==> src/rtl/dcpt_pkg.sv <==
// Package for the dual-chamber pacing timer: widths, interval and register codes,
// payload and state structs, and the saturating add and limit compare helpers.
// Depends on nothing; every other file in rtl/ imports it.
`default_nettype none

package dcpt_pkg;

    // Width of each interval timer; the timers saturate at 2^TIMER_BITS - 1.
    localparam int TIMER_BITS = 16;
    // Width of a limit register and of the configuration data.
    localparam int LIMIT_W    = 16;
    // Width used when a timer is compared with a limit.
    localparam int CMP_W      = (TIMER_BITS > LIMIT_W) ? TIMER_BITS : LIMIT_W;
    localparam int ELAPSED_W  = 8;
    localparam int IV_COUNT   = 6;
    localparam int CFG_IDX_W  = 3;

    // Interval positions within the timer and running vectors.
    localparam int IV_LRI   = 0;
    localparam int IV_URI   = 1;
    localparam int IV_PVARP = 2;
    localparam int IV_VRP   = 3;
    localparam int IV_AVI   = 4;
    localparam int IV_AEI   = 5;

    // Configuration register indexes.
    localparam logic [CFG_IDX_W-1:0] REG_LRI   = 3'd0;
    localparam logic [CFG_IDX_W-1:0] REG_URI   = 3'd1;
    localparam logic [CFG_IDX_W-1:0] REG_PVARP = 3'd2;
    localparam logic [CFG_IDX_W-1:0] REG_VRP   = 3'd3;
    localparam logic [CFG_IDX_W-1:0] REG_AVI   = 3'd4;
    localparam logic [CFG_IDX_W-1:0] REG_AEI   = 3'd5;

    // Reset values of the limit registers, in milliseconds.
    localparam logic [LIMIT_W-1:0] LRI_RESET   = 16'd950;
    localparam logic [LIMIT_W-1:0] URI_RESET   = 16'd900;
    localparam logic [LIMIT_W-1:0] PVARP_RESET = 16'd50;
    localparam logic [LIMIT_W-1:0] VRP_RESET   = 16'd150;
    localparam logic [LIMIT_W-1:0] AVI_RESET   = 16'd300;
    localparam logic [LIMIT_W-1:0] AEI_RESET   = 16'd800;

    typedef struct packed {
        logic [ELAPSED_W-1:0] elapsed_ms;
        logic                 atrial_sense;
        logic                 ventricular_sense;
    } t_in_word;

    typedef struct packed {
        logic atrial_pace;
        logic ventricular_pace;
        logic uri_active;
        logic pvarp_active;
        logic vrp_active;
    } t_out_word;

    typedef struct packed {
        logic [LIMIT_W-1:0] lri;
        logic [LIMIT_W-1:0] uri;
        logic [LIMIT_W-1:0] pvarp;
        logic [LIMIT_W-1:0] vrp;
        logic [LIMIT_W-1:0] avi;
        logic [LIMIT_W-1:0] aei;
    } t_limits;

    // State kept from one word to the next.
    typedef struct packed {
        logic [IV_COUNT-1:0][TIMER_BITS-1:0] timers;
        logic [IV_COUNT-1:0]                 running;
        logic                                uri_flag;
        logic                                pvarp_flag;
        logic                                vrp_flag;
    } t_pace_state;

    // State plus the pace bits raised so far within the current word.
    typedef struct packed {
        t_pace_state st;
        logic        ap;
        logic        vp;
    } t_pass;

    // Timer plus elapsed time, held at the top value instead of wrapping.
    function automatic logic [TIMER_BITS-1:0] sat_add(
        input logic [TIMER_BITS-1:0] timer,
        input logic [ELAPSED_W-1:0]  elapsed
    );
        logic [TIMER_BITS:0] sum;
        sum = {1'b0, timer} + (TIMER_BITS + 1)'(elapsed);
        return sum[TIMER_BITS] ? {TIMER_BITS{1'b1}} : sum[TIMER_BITS-1:0];
    endfunction

    // True when the timer has reached the limit.
    function automatic logic reached(
        input logic [TIMER_BITS-1:0] timer,
        input logic [LIMIT_W-1:0]    limit
    );
        return CMP_W'(timer) >= CMP_W'(limit);
    endfunction

endpackage

`default_nettype wire

==> src/rtl/dcpt_cfg_regs.sv <==
// Limit registers of the pacing timer, written through the configuration port.
// Depends on dcpt_pkg for the register indexes, reset values and the limits struct.
`default_nettype none

module dcpt_cfg_regs import dcpt_pkg::*; (
    input  wire logic                 i_clk,
    input  wire logic                 i_rst_n,
    input  wire logic                 i_wr_en,
    input  wire logic [CFG_IDX_W-1:0] i_wr_index,
    input  wire logic [LIMIT_W-1:0]   i_wr_data,
    output t_limits                   o_limits
);

    t_limits r_limits;
    t_limits n_limits;

    always_comb begin
        n_limits = r_limits;
        if (i_wr_en) begin
            unique case (i_wr_index)
                REG_LRI:   n_limits.lri   = i_wr_data;
                REG_URI:   n_limits.uri   = i_wr_data;
                REG_PVARP: n_limits.pvarp = i_wr_data;
                REG_VRP:   n_limits.vrp   = i_wr_data;
                REG_AVI:   n_limits.avi   = i_wr_data;
                REG_AEI:   n_limits.aei   = i_wr_data;
                default:   n_limits = r_limits;
            endcase
        end
    end

    always_ff @(posedge i_clk) begin
        if (!i_rst_n) begin
            r_limits.lri   <= LRI_RESET;
            r_limits.uri   <= URI_RESET;
            r_limits.pvarp <= PVARP_RESET;
            r_limits.vrp   <= VRP_RESET;
            r_limits.avi   <= AVI_RESET;
            r_limits.aei   <= AEI_RESET;
        end else begin
            r_limits <= n_limits;
        end
    end

    assign o_limits = r_limits;

endmodule

`default_nettype wire

==> src/rtl/dcpt_eval_pass.sv <==
// One evaluation pass over the six intervals in LRI, URI, PVARP, VRP, AVI, AEI order.
// Purely combinational; depends on dcpt_pkg for the state structs and compare helper.
`default_nettype none

module dcpt_eval_pass import dcpt_pkg::*; (
    input  wire t_limits i_limits,
    input  wire logic    i_as,
    input  wire logic    i_vs,
    input  wire t_pass   i_pass,
    output t_pass        o_pass
);

    typedef struct packed {
        logic [TIMER_BITS-1:0] timer;
        logic                  run;
        logic                  flag;
    } t_refr;

    // Shared rule of the three refractory-style intervals.
    function automatic t_refr step_refr(
        input t_refr              cur,
        input logic               vev,
        input logic [LIMIT_W-1:0] limit
    );
        t_refr nxt;
        nxt = cur;
        if (!cur.run) begin
            if (vev) begin
                nxt.timer = '0;
                nxt.run   = 1'b1;
            end
        end else if (!reached(cur.timer, limit)) begin
            nxt.flag = 1'b1;
        end else begin
            nxt.flag = 1'b0;
            nxt.run  = 1'b0;
        end
        return nxt;
    endfunction

    t_refr w_uri;
    t_refr w_pvarp;
    t_refr w_vrp;
    logic  w_vev;

    always_comb begin
        o_pass = i_pass;

        // Lower rate interval: restarted by any ventricular event, paces on expiry.
        if (!o_pass.st.running[IV_LRI]) begin
            if (i_vs || o_pass.vp) begin
                o_pass.st.running[IV_LRI] = 1'b1;
                o_pass.st.timers[IV_LRI]  = '0;
            end
        end else begin
            if (i_vs || o_pass.vp) begin
                o_pass.st.timers[IV_LRI] = '0;
            end
            if (reached(o_pass.st.timers[IV_LRI], i_limits.lri)) begin
                o_pass.vp                = 1'b1;
                o_pass.st.timers[IV_LRI] = '0;
            end
        end

        w_vev = i_vs || o_pass.vp;

        w_uri = step_refr({o_pass.st.timers[IV_URI], o_pass.st.running[IV_URI],
                           o_pass.st.uri_flag}, w_vev, i_limits.uri);
        o_pass.st.timers[IV_URI]  = w_uri.timer;
        o_pass.st.running[IV_URI] = w_uri.run;
        o_pass.st.uri_flag        = w_uri.flag;

        w_pvarp = step_refr({o_pass.st.timers[IV_PVARP], o_pass.st.running[IV_PVARP],
                             o_pass.st.pvarp_flag}, w_vev, i_limits.pvarp);
        o_pass.st.timers[IV_PVARP]  = w_pvarp.timer;
        o_pass.st.running[IV_PVARP] = w_pvarp.run;
        o_pass.st.pvarp_flag        = w_pvarp.flag;

        w_vrp = step_refr({o_pass.st.timers[IV_VRP], o_pass.st.running[IV_VRP],
                           o_pass.st.vrp_flag}, w_vev, i_limits.vrp);
        o_pass.st.timers[IV_VRP]  = w_vrp.timer;
        o_pass.st.running[IV_VRP] = w_vrp.run;
        o_pass.st.vrp_flag        = w_vrp.flag;

        // Atrioventricular interval, gated by the atrial refractory and upper rate flags.
        if (!o_pass.st.running[IV_AVI]) begin
            if ((i_as || o_pass.ap) && !o_pass.st.pvarp_flag) begin
                o_pass.st.timers[IV_AVI]  = '0;
                o_pass.st.running[IV_AVI] = 1'b1;
            end
        end else if (i_vs) begin
            o_pass.st.running[IV_AVI] = 1'b0;
        end else if (reached(o_pass.st.timers[IV_AVI], i_limits.avi)
                     && !o_pass.st.uri_flag) begin
            o_pass.vp                 = 1'b1;
            o_pass.st.running[IV_AVI] = 1'b0;
        end

        // Atrial escape interval, gated by the ventricular refractory flag.
        if (!o_pass.st.running[IV_AEI]) begin
            if ((i_vs || o_pass.vp) && !o_pass.st.vrp_flag) begin
                o_pass.st.timers[IV_AEI]  = '0;
                o_pass.st.running[IV_AEI] = 1'b1;
            end
        end else if (i_as) begin
            o_pass.st.running[IV_AEI] = 1'b0;
        end else if (reached(o_pass.st.timers[IV_AEI], i_limits.aei)) begin
            o_pass.ap                 = 1'b1;
            o_pass.st.running[IV_AEI] = 1'b0;
        end
    end

endmodule

`default_nettype wire

==> src/rtl/dcpt_core.sv <==
// Timer state of the pacing timer: advances the timers, runs two evaluation passes
// and stores the new state on each accepted word. Depends on dcpt_pkg, dcpt_eval_pass.
`default_nettype none

module dcpt_core import dcpt_pkg::*; (
    input  wire logic    i_clk,
    input  wire logic    i_rst_n,
    input  wire logic    i_accept,
    input  wire t_in_word i_word,
    input  wire t_limits i_limits,
    output t_out_word    o_result
);

    t_pace_state r_state;
    t_pace_state n_state;
    t_pass       w_start;
    t_pass       w_mid;
    t_pass       w_end;

    // Every timer counts, whether its interval is running or not.
    always_comb begin
        w_start    = '0;
        w_start.st = r_state;
        for (int k = 0; k < IV_COUNT; k++) begin
            w_start.st.timers[k] = sat_add(r_state.timers[k], i_word.elapsed_ms);
        end
    end

    dcpt_eval_pass u_pass_a (
        .i_limits (i_limits),
        .i_as     (i_word.atrial_sense),
        .i_vs     (i_word.ventricular_sense),
        .i_pass   (w_start),
        .o_pass   (w_mid)
    );

    dcpt_eval_pass u_pass_b (
        .i_limits (i_limits),
        .i_as     (i_word.atrial_sense),
        .i_vs     (i_word.ventricular_sense),
        .i_pass   (w_mid),
        .o_pass   (w_end)
    );

    assign n_state = i_accept ? w_end.st : r_state;

    always_ff @(posedge i_clk) begin
        if (!i_rst_n) begin
            r_state <= '0;
        end else begin
            r_state <= n_state;
        end
    end

    assign o_result.atrial_pace      = w_end.ap;
    assign o_result.ventricular_pace = w_end.vp;
    assign o_result.uri_active       = w_end.st.uri_flag;
    assign o_result.pvarp_active     = w_end.st.pvarp_flag;
    assign o_result.vrp_active       = w_end.st.vrp_flag;

endmodule

`default_nettype wire

==> src/rtl/dual_chamber_pacing_timer_top.sv <==
// Top level of the dual-chamber pacing timer: handshakes, output register and wiring.
// Depends on dcpt_pkg, dcpt_cfg_regs and dcpt_core.
//
//   Channel  Direction  Handshake                  Word
//   in       to block   i_in_valid / o_in_ready    i_in_word  (t_in_word)
//   out      from block o_out_valid / i_out_ready  o_out_word (t_out_word)
//   cfg      to block   i_cfg_valid / o_cfg_ready  i_cfg_index, i_cfg_data
//
// Each input word is worked through in the cycle it is accepted: the six timers are
// advanced, both evaluation passes run, and the new state and the result word are
// stored at the same clock edge, so one word per cycle is sustained.
// The only stall comes from the output register: a new word is taken whenever that
// register is empty or is being emptied in the same cycle.
// Reset is synchronous and active low; it clears the timers, flags and output valid,
// and loads the limit registers with their default values.
`default_nettype none

module dual_chamber_pacing_timer_top import dcpt_pkg::*; (
    input  wire logic                 i_clk,
    input  wire logic                 i_rst_n,

    input  wire logic                 i_in_valid,
    output logic                      o_in_ready,
    input  wire t_in_word             i_in_word,

    output logic                      o_out_valid,
    input  wire logic                 i_out_ready,
    output t_out_word                 o_out_word,

    input  wire logic                 i_cfg_valid,
    output logic                      o_cfg_ready,
    input  wire logic [CFG_IDX_W-1:0] i_cfg_index,
    input  wire logic [LIMIT_W-1:0]   i_cfg_data
);

    t_limits   w_limits;
    t_out_word w_result;
    logic      w_in_accept;
    logic      r_out_valid;
    logic      n_out_valid;
    t_out_word r_out_word;

    // Limit registers can always take a write.
    assign o_cfg_ready = 1'b1;

    dcpt_cfg_regs u_cfg (
        .i_clk      (i_clk),
        .i_rst_n    (i_rst_n),
        .i_wr_en    (i_cfg_valid && o_cfg_ready),
        .i_wr_index (i_cfg_index),
        .i_wr_data  (i_cfg_data),
        .o_limits   (w_limits)
    );

    // The input side is free whenever the output register will be empty next cycle.
    assign o_in_ready  = !r_out_valid || i_out_ready;
    assign w_in_accept = i_in_valid && o_in_ready;

    dcpt_core u_core (
        .i_clk    (i_clk),
        .i_rst_n  (i_rst_n),
        .i_accept (w_in_accept),
        .i_word   (i_in_word),
        .i_limits (w_limits),
        .o_result (w_result)
    );

    always_comb begin
        n_out_valid = r_out_valid;
        if (w_in_accept) begin
            n_out_valid = 1'b1;
        end else if (i_out_ready) begin
            n_out_valid = 1'b0;
        end
    end

    always_ff @(posedge i_clk) begin
        if (!i_rst_n) begin
            r_out_valid <= 1'b0;
        end else begin
            r_out_valid <= n_out_valid;
        end
    end

    // The result word needs no reset; it is only looked at while valid is high.
    always_ff @(posedge i_clk) begin
        if (w_in_accept) begin
            r_out_word <= w_result;
        end
    end

    assign o_out_valid = r_out_valid;
    assign o_out_word  = r_out_word;

endmodule

`default_nettype wire

==> config.mk <==
export PLATFORM = sky130hd
export DESIGN_NAME = dual_chamber_pacing_timer_top
export DESIGN_NICKNAME = d
export VERILOG_FILES = /design/src/rtl/dcpt_pkg.sv /design/src/rtl/dcpt_cfg_regs.sv /design/src/rtl/dcpt_eval_pass.sv /design/src/rtl/dcpt_core.sv /design/src/rtl/dual_chamber_pacing_timer_top.sv
export SDC_FILE = /design/constraint.sdc
export NUM_CORES = 1
export LEC_CHECK = 0
export ABC_AREA = 1
export ABC_CLOCK_PERIOD_IN_PS = 11300
export BUFFER_PORTS_ARGS = -buffer_cell sky130_fd_sc_hd__buf_4
export CORE_MARGIN = 1
export CORE_UTILIZATION = 50
export DETAILED_ROUTE_END_ITERATION = 10
export PLACE_DENSITY = 0.66
export SLEW_MARGIN = 10
export SYNTH_ARGS = -nofsm -noshare
export SYNTH_HDL_FRONTEND = slang
export SYNTH_SLANG_ARGS = --single-unit
==> constraint.sdc <==
create_clock -name i_clk -period 11.3 [get_ports i_clk]
set_input_delay 1.13 -clock i_clk [delete_from_list [all_inputs] [get_ports i_clk]]
set_output_delay 1.13 -clock i_clk [all_outputs]
set_load 0.005 [all_outputs]
==> results.md <==
* Fin. Hold Viols at 0
* R2R Path End: u_core.r_state[95]
* GR Overflow Total at 0
* Avg Cell Area, Syn at 6.85 µm²
* Via density at 5.38
* Clock transition at path regs at 0.06 ns
* Crit-path max FO at 17
* Element type at the critical path end: flop
* Synth Area in XOR/XNOR at 2.51%
* Final Critical Period at 6.65 ns
* Max-slew headroom at 30.8%
* CP required at 11.69 ns
* Hold_sp: u_core.r_state[57]
* Post-synth top area share at 24.7%
* Post-CTS Hold Fix Bufs at 0
* Cts bufs inserted at 26
* HPWL Detailed at 33.5 mm
* Met2 wire length at 20.8 mm
* Final period utilization at 58.8%
* CP Launch Type: input port
* Worst Hold Endpoint: u_core.r_state[57]
* Post-synthesis mux area share at 0%
* Later-pin clock latency in the skew report at 0.55 ns
* CTS tree: yes
* Status: completed
* Reg-to-reg slack, setup at 5.16 ns
* Clock skew at 0.0166 ns
* Largest family of logic cells by synthesized area: simple AND/OR/NAND/NOR gates
* Pre-CTS WS at 4.18 ns
* RR Startpoint: u_core.r_state[9]
* DR WL met3 at 2.21 mm
* GRT Total Usage at 27.7%
* DRC at 0
* FP Rows at 65
* Slowest cell on crit path: inv_1
* Main synth FF type: dfxtp_1
* Final worst slack at 4.65 ns
* Placer Congestion at 0.912
* Drt total wl at 45.9 mm
* Most common cell after layout, fill and taps aside: nand2_1
* Initial DRT Pass Iterations at 5
* Fill cells at 3,175
* Die W at 183 µm
* Die footprint at 33,500 µm²
* Worst slew pin tran at 1.04 ns
* Initial core utilization at 51.3%
* Postcts setup bufs at 0
* RSZ-0062 raised after global routing: false
* Hold slack at 0.470 ns
* Sequential area share after synthesis at 25.6%
* Post-synthesis adder-cell area fraction at 19.1%
* Via count at 15,400
* Synth Cell Area at 16,400 µm²
* Crit path top cell by count: nand2_1
* Power per cell area at 125 nW/µm²
* Metal-1 WL at 21.7 mm
* CTS resizes at 0
* Ys async rst share at 0%
* Final Cell Area at 17,900 µm²
* CP peak stage delay at 0.49 ns
* Layout area overhead at 9.38%
* Routed len/inst at 16.1 µm
* Mapped Nets at 2,671
* Fin Setup TNS at 0 ns
* Hold path cells at 2
* Final setup viols at 0
* Peak supply drop at 0.000112 V
* Core area at 31,900 µm²
* CTS H-tree depth at 1
* Initial antenna violation count at 2
* Clock buffer depth at 3
* Post-place instance area at 17,000 µm²
* YS warnings at 0
* Io pins at 42
* Clock root buffer master: clkbuf_16
* Port Buffers at 40
* Final Max Slew Viols at 0
* Compound-Gate Fraction of Synth Area at 18.0%
* Leakage at 8.73 nW
* Post-synth EDFFs at 5
* Routed Antenna Nets at 0
* Vias in the first global route at 14,700
* Yosys reg bits at 207
* Critical path arrival at 7.04 ns
* Most frequent cells in the layout: nand2_1, inv_1, a21oi_1
* Top cells by area, synth: dfxtp_1, ha_1, nand2_1
* FF-to-FF path depth at 36
* Max Fclk at 150 MHz
* Die H at 183 µm
* FF/Latch Area at 4190 µm²
* Yosys top cell by area: dfxtp_1
* Synth cell types at 53
* DRT iter0 DRCs at 863
* DR top layer: met4
* Clk sinks at 207
* Count of mapped cells out of synthesis at 2,391
* MaxCap Viol Count at 0
* Type of the worst setup path: input port to flop
* Largest net degree at the start of global routing at 101
* First-pass GRT wire length at 74.1 mm
* Post-Synth Simple-Gate Area at 24.7%
* NumNets Final at 2,678
* Area of the multi-input gates at 10,500 µm²
* Min-Delay Path Class: flop to flop
* Layout cells sized above 1 at 7.78%
[logic make-up after synthesis]
family / Yosys count
adder cells (fa/ha/maj): 246
buffers and inverters: 418
other: 1
AND/OR/NAND/NOR: 940
AO/OA/AOI/OAI: 532
flip-flops: 207
XOR/XNOR: 47
[critical path, delay by kind of cell]
kind | cells | cell delay, ns
buf+inv | 4 | 0.88
compound gates | 11 | 1.48
simple gates | 18 | 2.24
fa+ha+maj | 4 | 1.32
[report_power, final]
group	internal (W)	leakage, nW	switching, W
sequential	0.000765	1.69	0.0000171
clock	0.000570	0.466	0.000345
combinational	0.000189	6.58	0.000353
total	0.00152	8.73	0.000714
[worst max path at each step]
stage | start | end | slack, ns
after global placement | i_in_word[2] | u_core.r_state[89] | 4.36
after global routing | i_in_word[2] | u_core.r_state[102] | 4.18
final | i_in_word[2] | u_core.r_state[95] | 4.65
after floorplan | i_in_word[2] | u_core.r_state[95] | 5.58
after CTS | i_in_word[2] | u_core.r_state[95] | 4.73
after detailed placement | i_in_word[2] | u_core.r_state[95] | 4.18
[synth_stat cells (20+ instances only)]
cell type / n
a21oi_1: 311
clkbuf_1: 50
dfxtp_1: 202
ha_1: 240
inv_1: 338
nand2_1: 519
nand3_1: 92
nand4_1: 20
nor2_1: 211
nor3_1: 23
o211ai_1: 33
o21ai_0: 135
xor2_1: 36
[sequential cells by signal, indices dropped and copies added (netlist names)]
register        cells
o_out_word          5
u_cfg.o_limits     96
o_out_valid         1
u_core.r_state    105
[per-stage QoR]
stage | cells | power (W) | utilization, %
global route | 2853 | 0.00235 | 56.1
finish | 2855 | 0.00224 | 56.2
floorplan | 2391 | 0.00119 | -
CTS | 2853 | 0.00225 | 56.1
global placement | 2805 | 0.00132 | 53.2
detailed placement | 2805 | 0.00133 | 53.2
[per-layer routing]
layer | vias up | GRT usage (%)
li1 | 7856 | -
met1 | 7118 | 36.9
met2 | 329 | 46.9
met3 | 68 | 3.51
met4 | 0 | 7.93
met5 | - | 0
[layout make-up]
class	count	area share (%)
multi-input combinational	1766	58.9
sequential	207	23.4
inverter	351	7.37
clock buffer	40	4.61
tap	435	3.04
timing repair buffer	46	1.93
clock inverter	8	0.685
antenna	2	0.0280
Power figures use the tool's default switching activity.
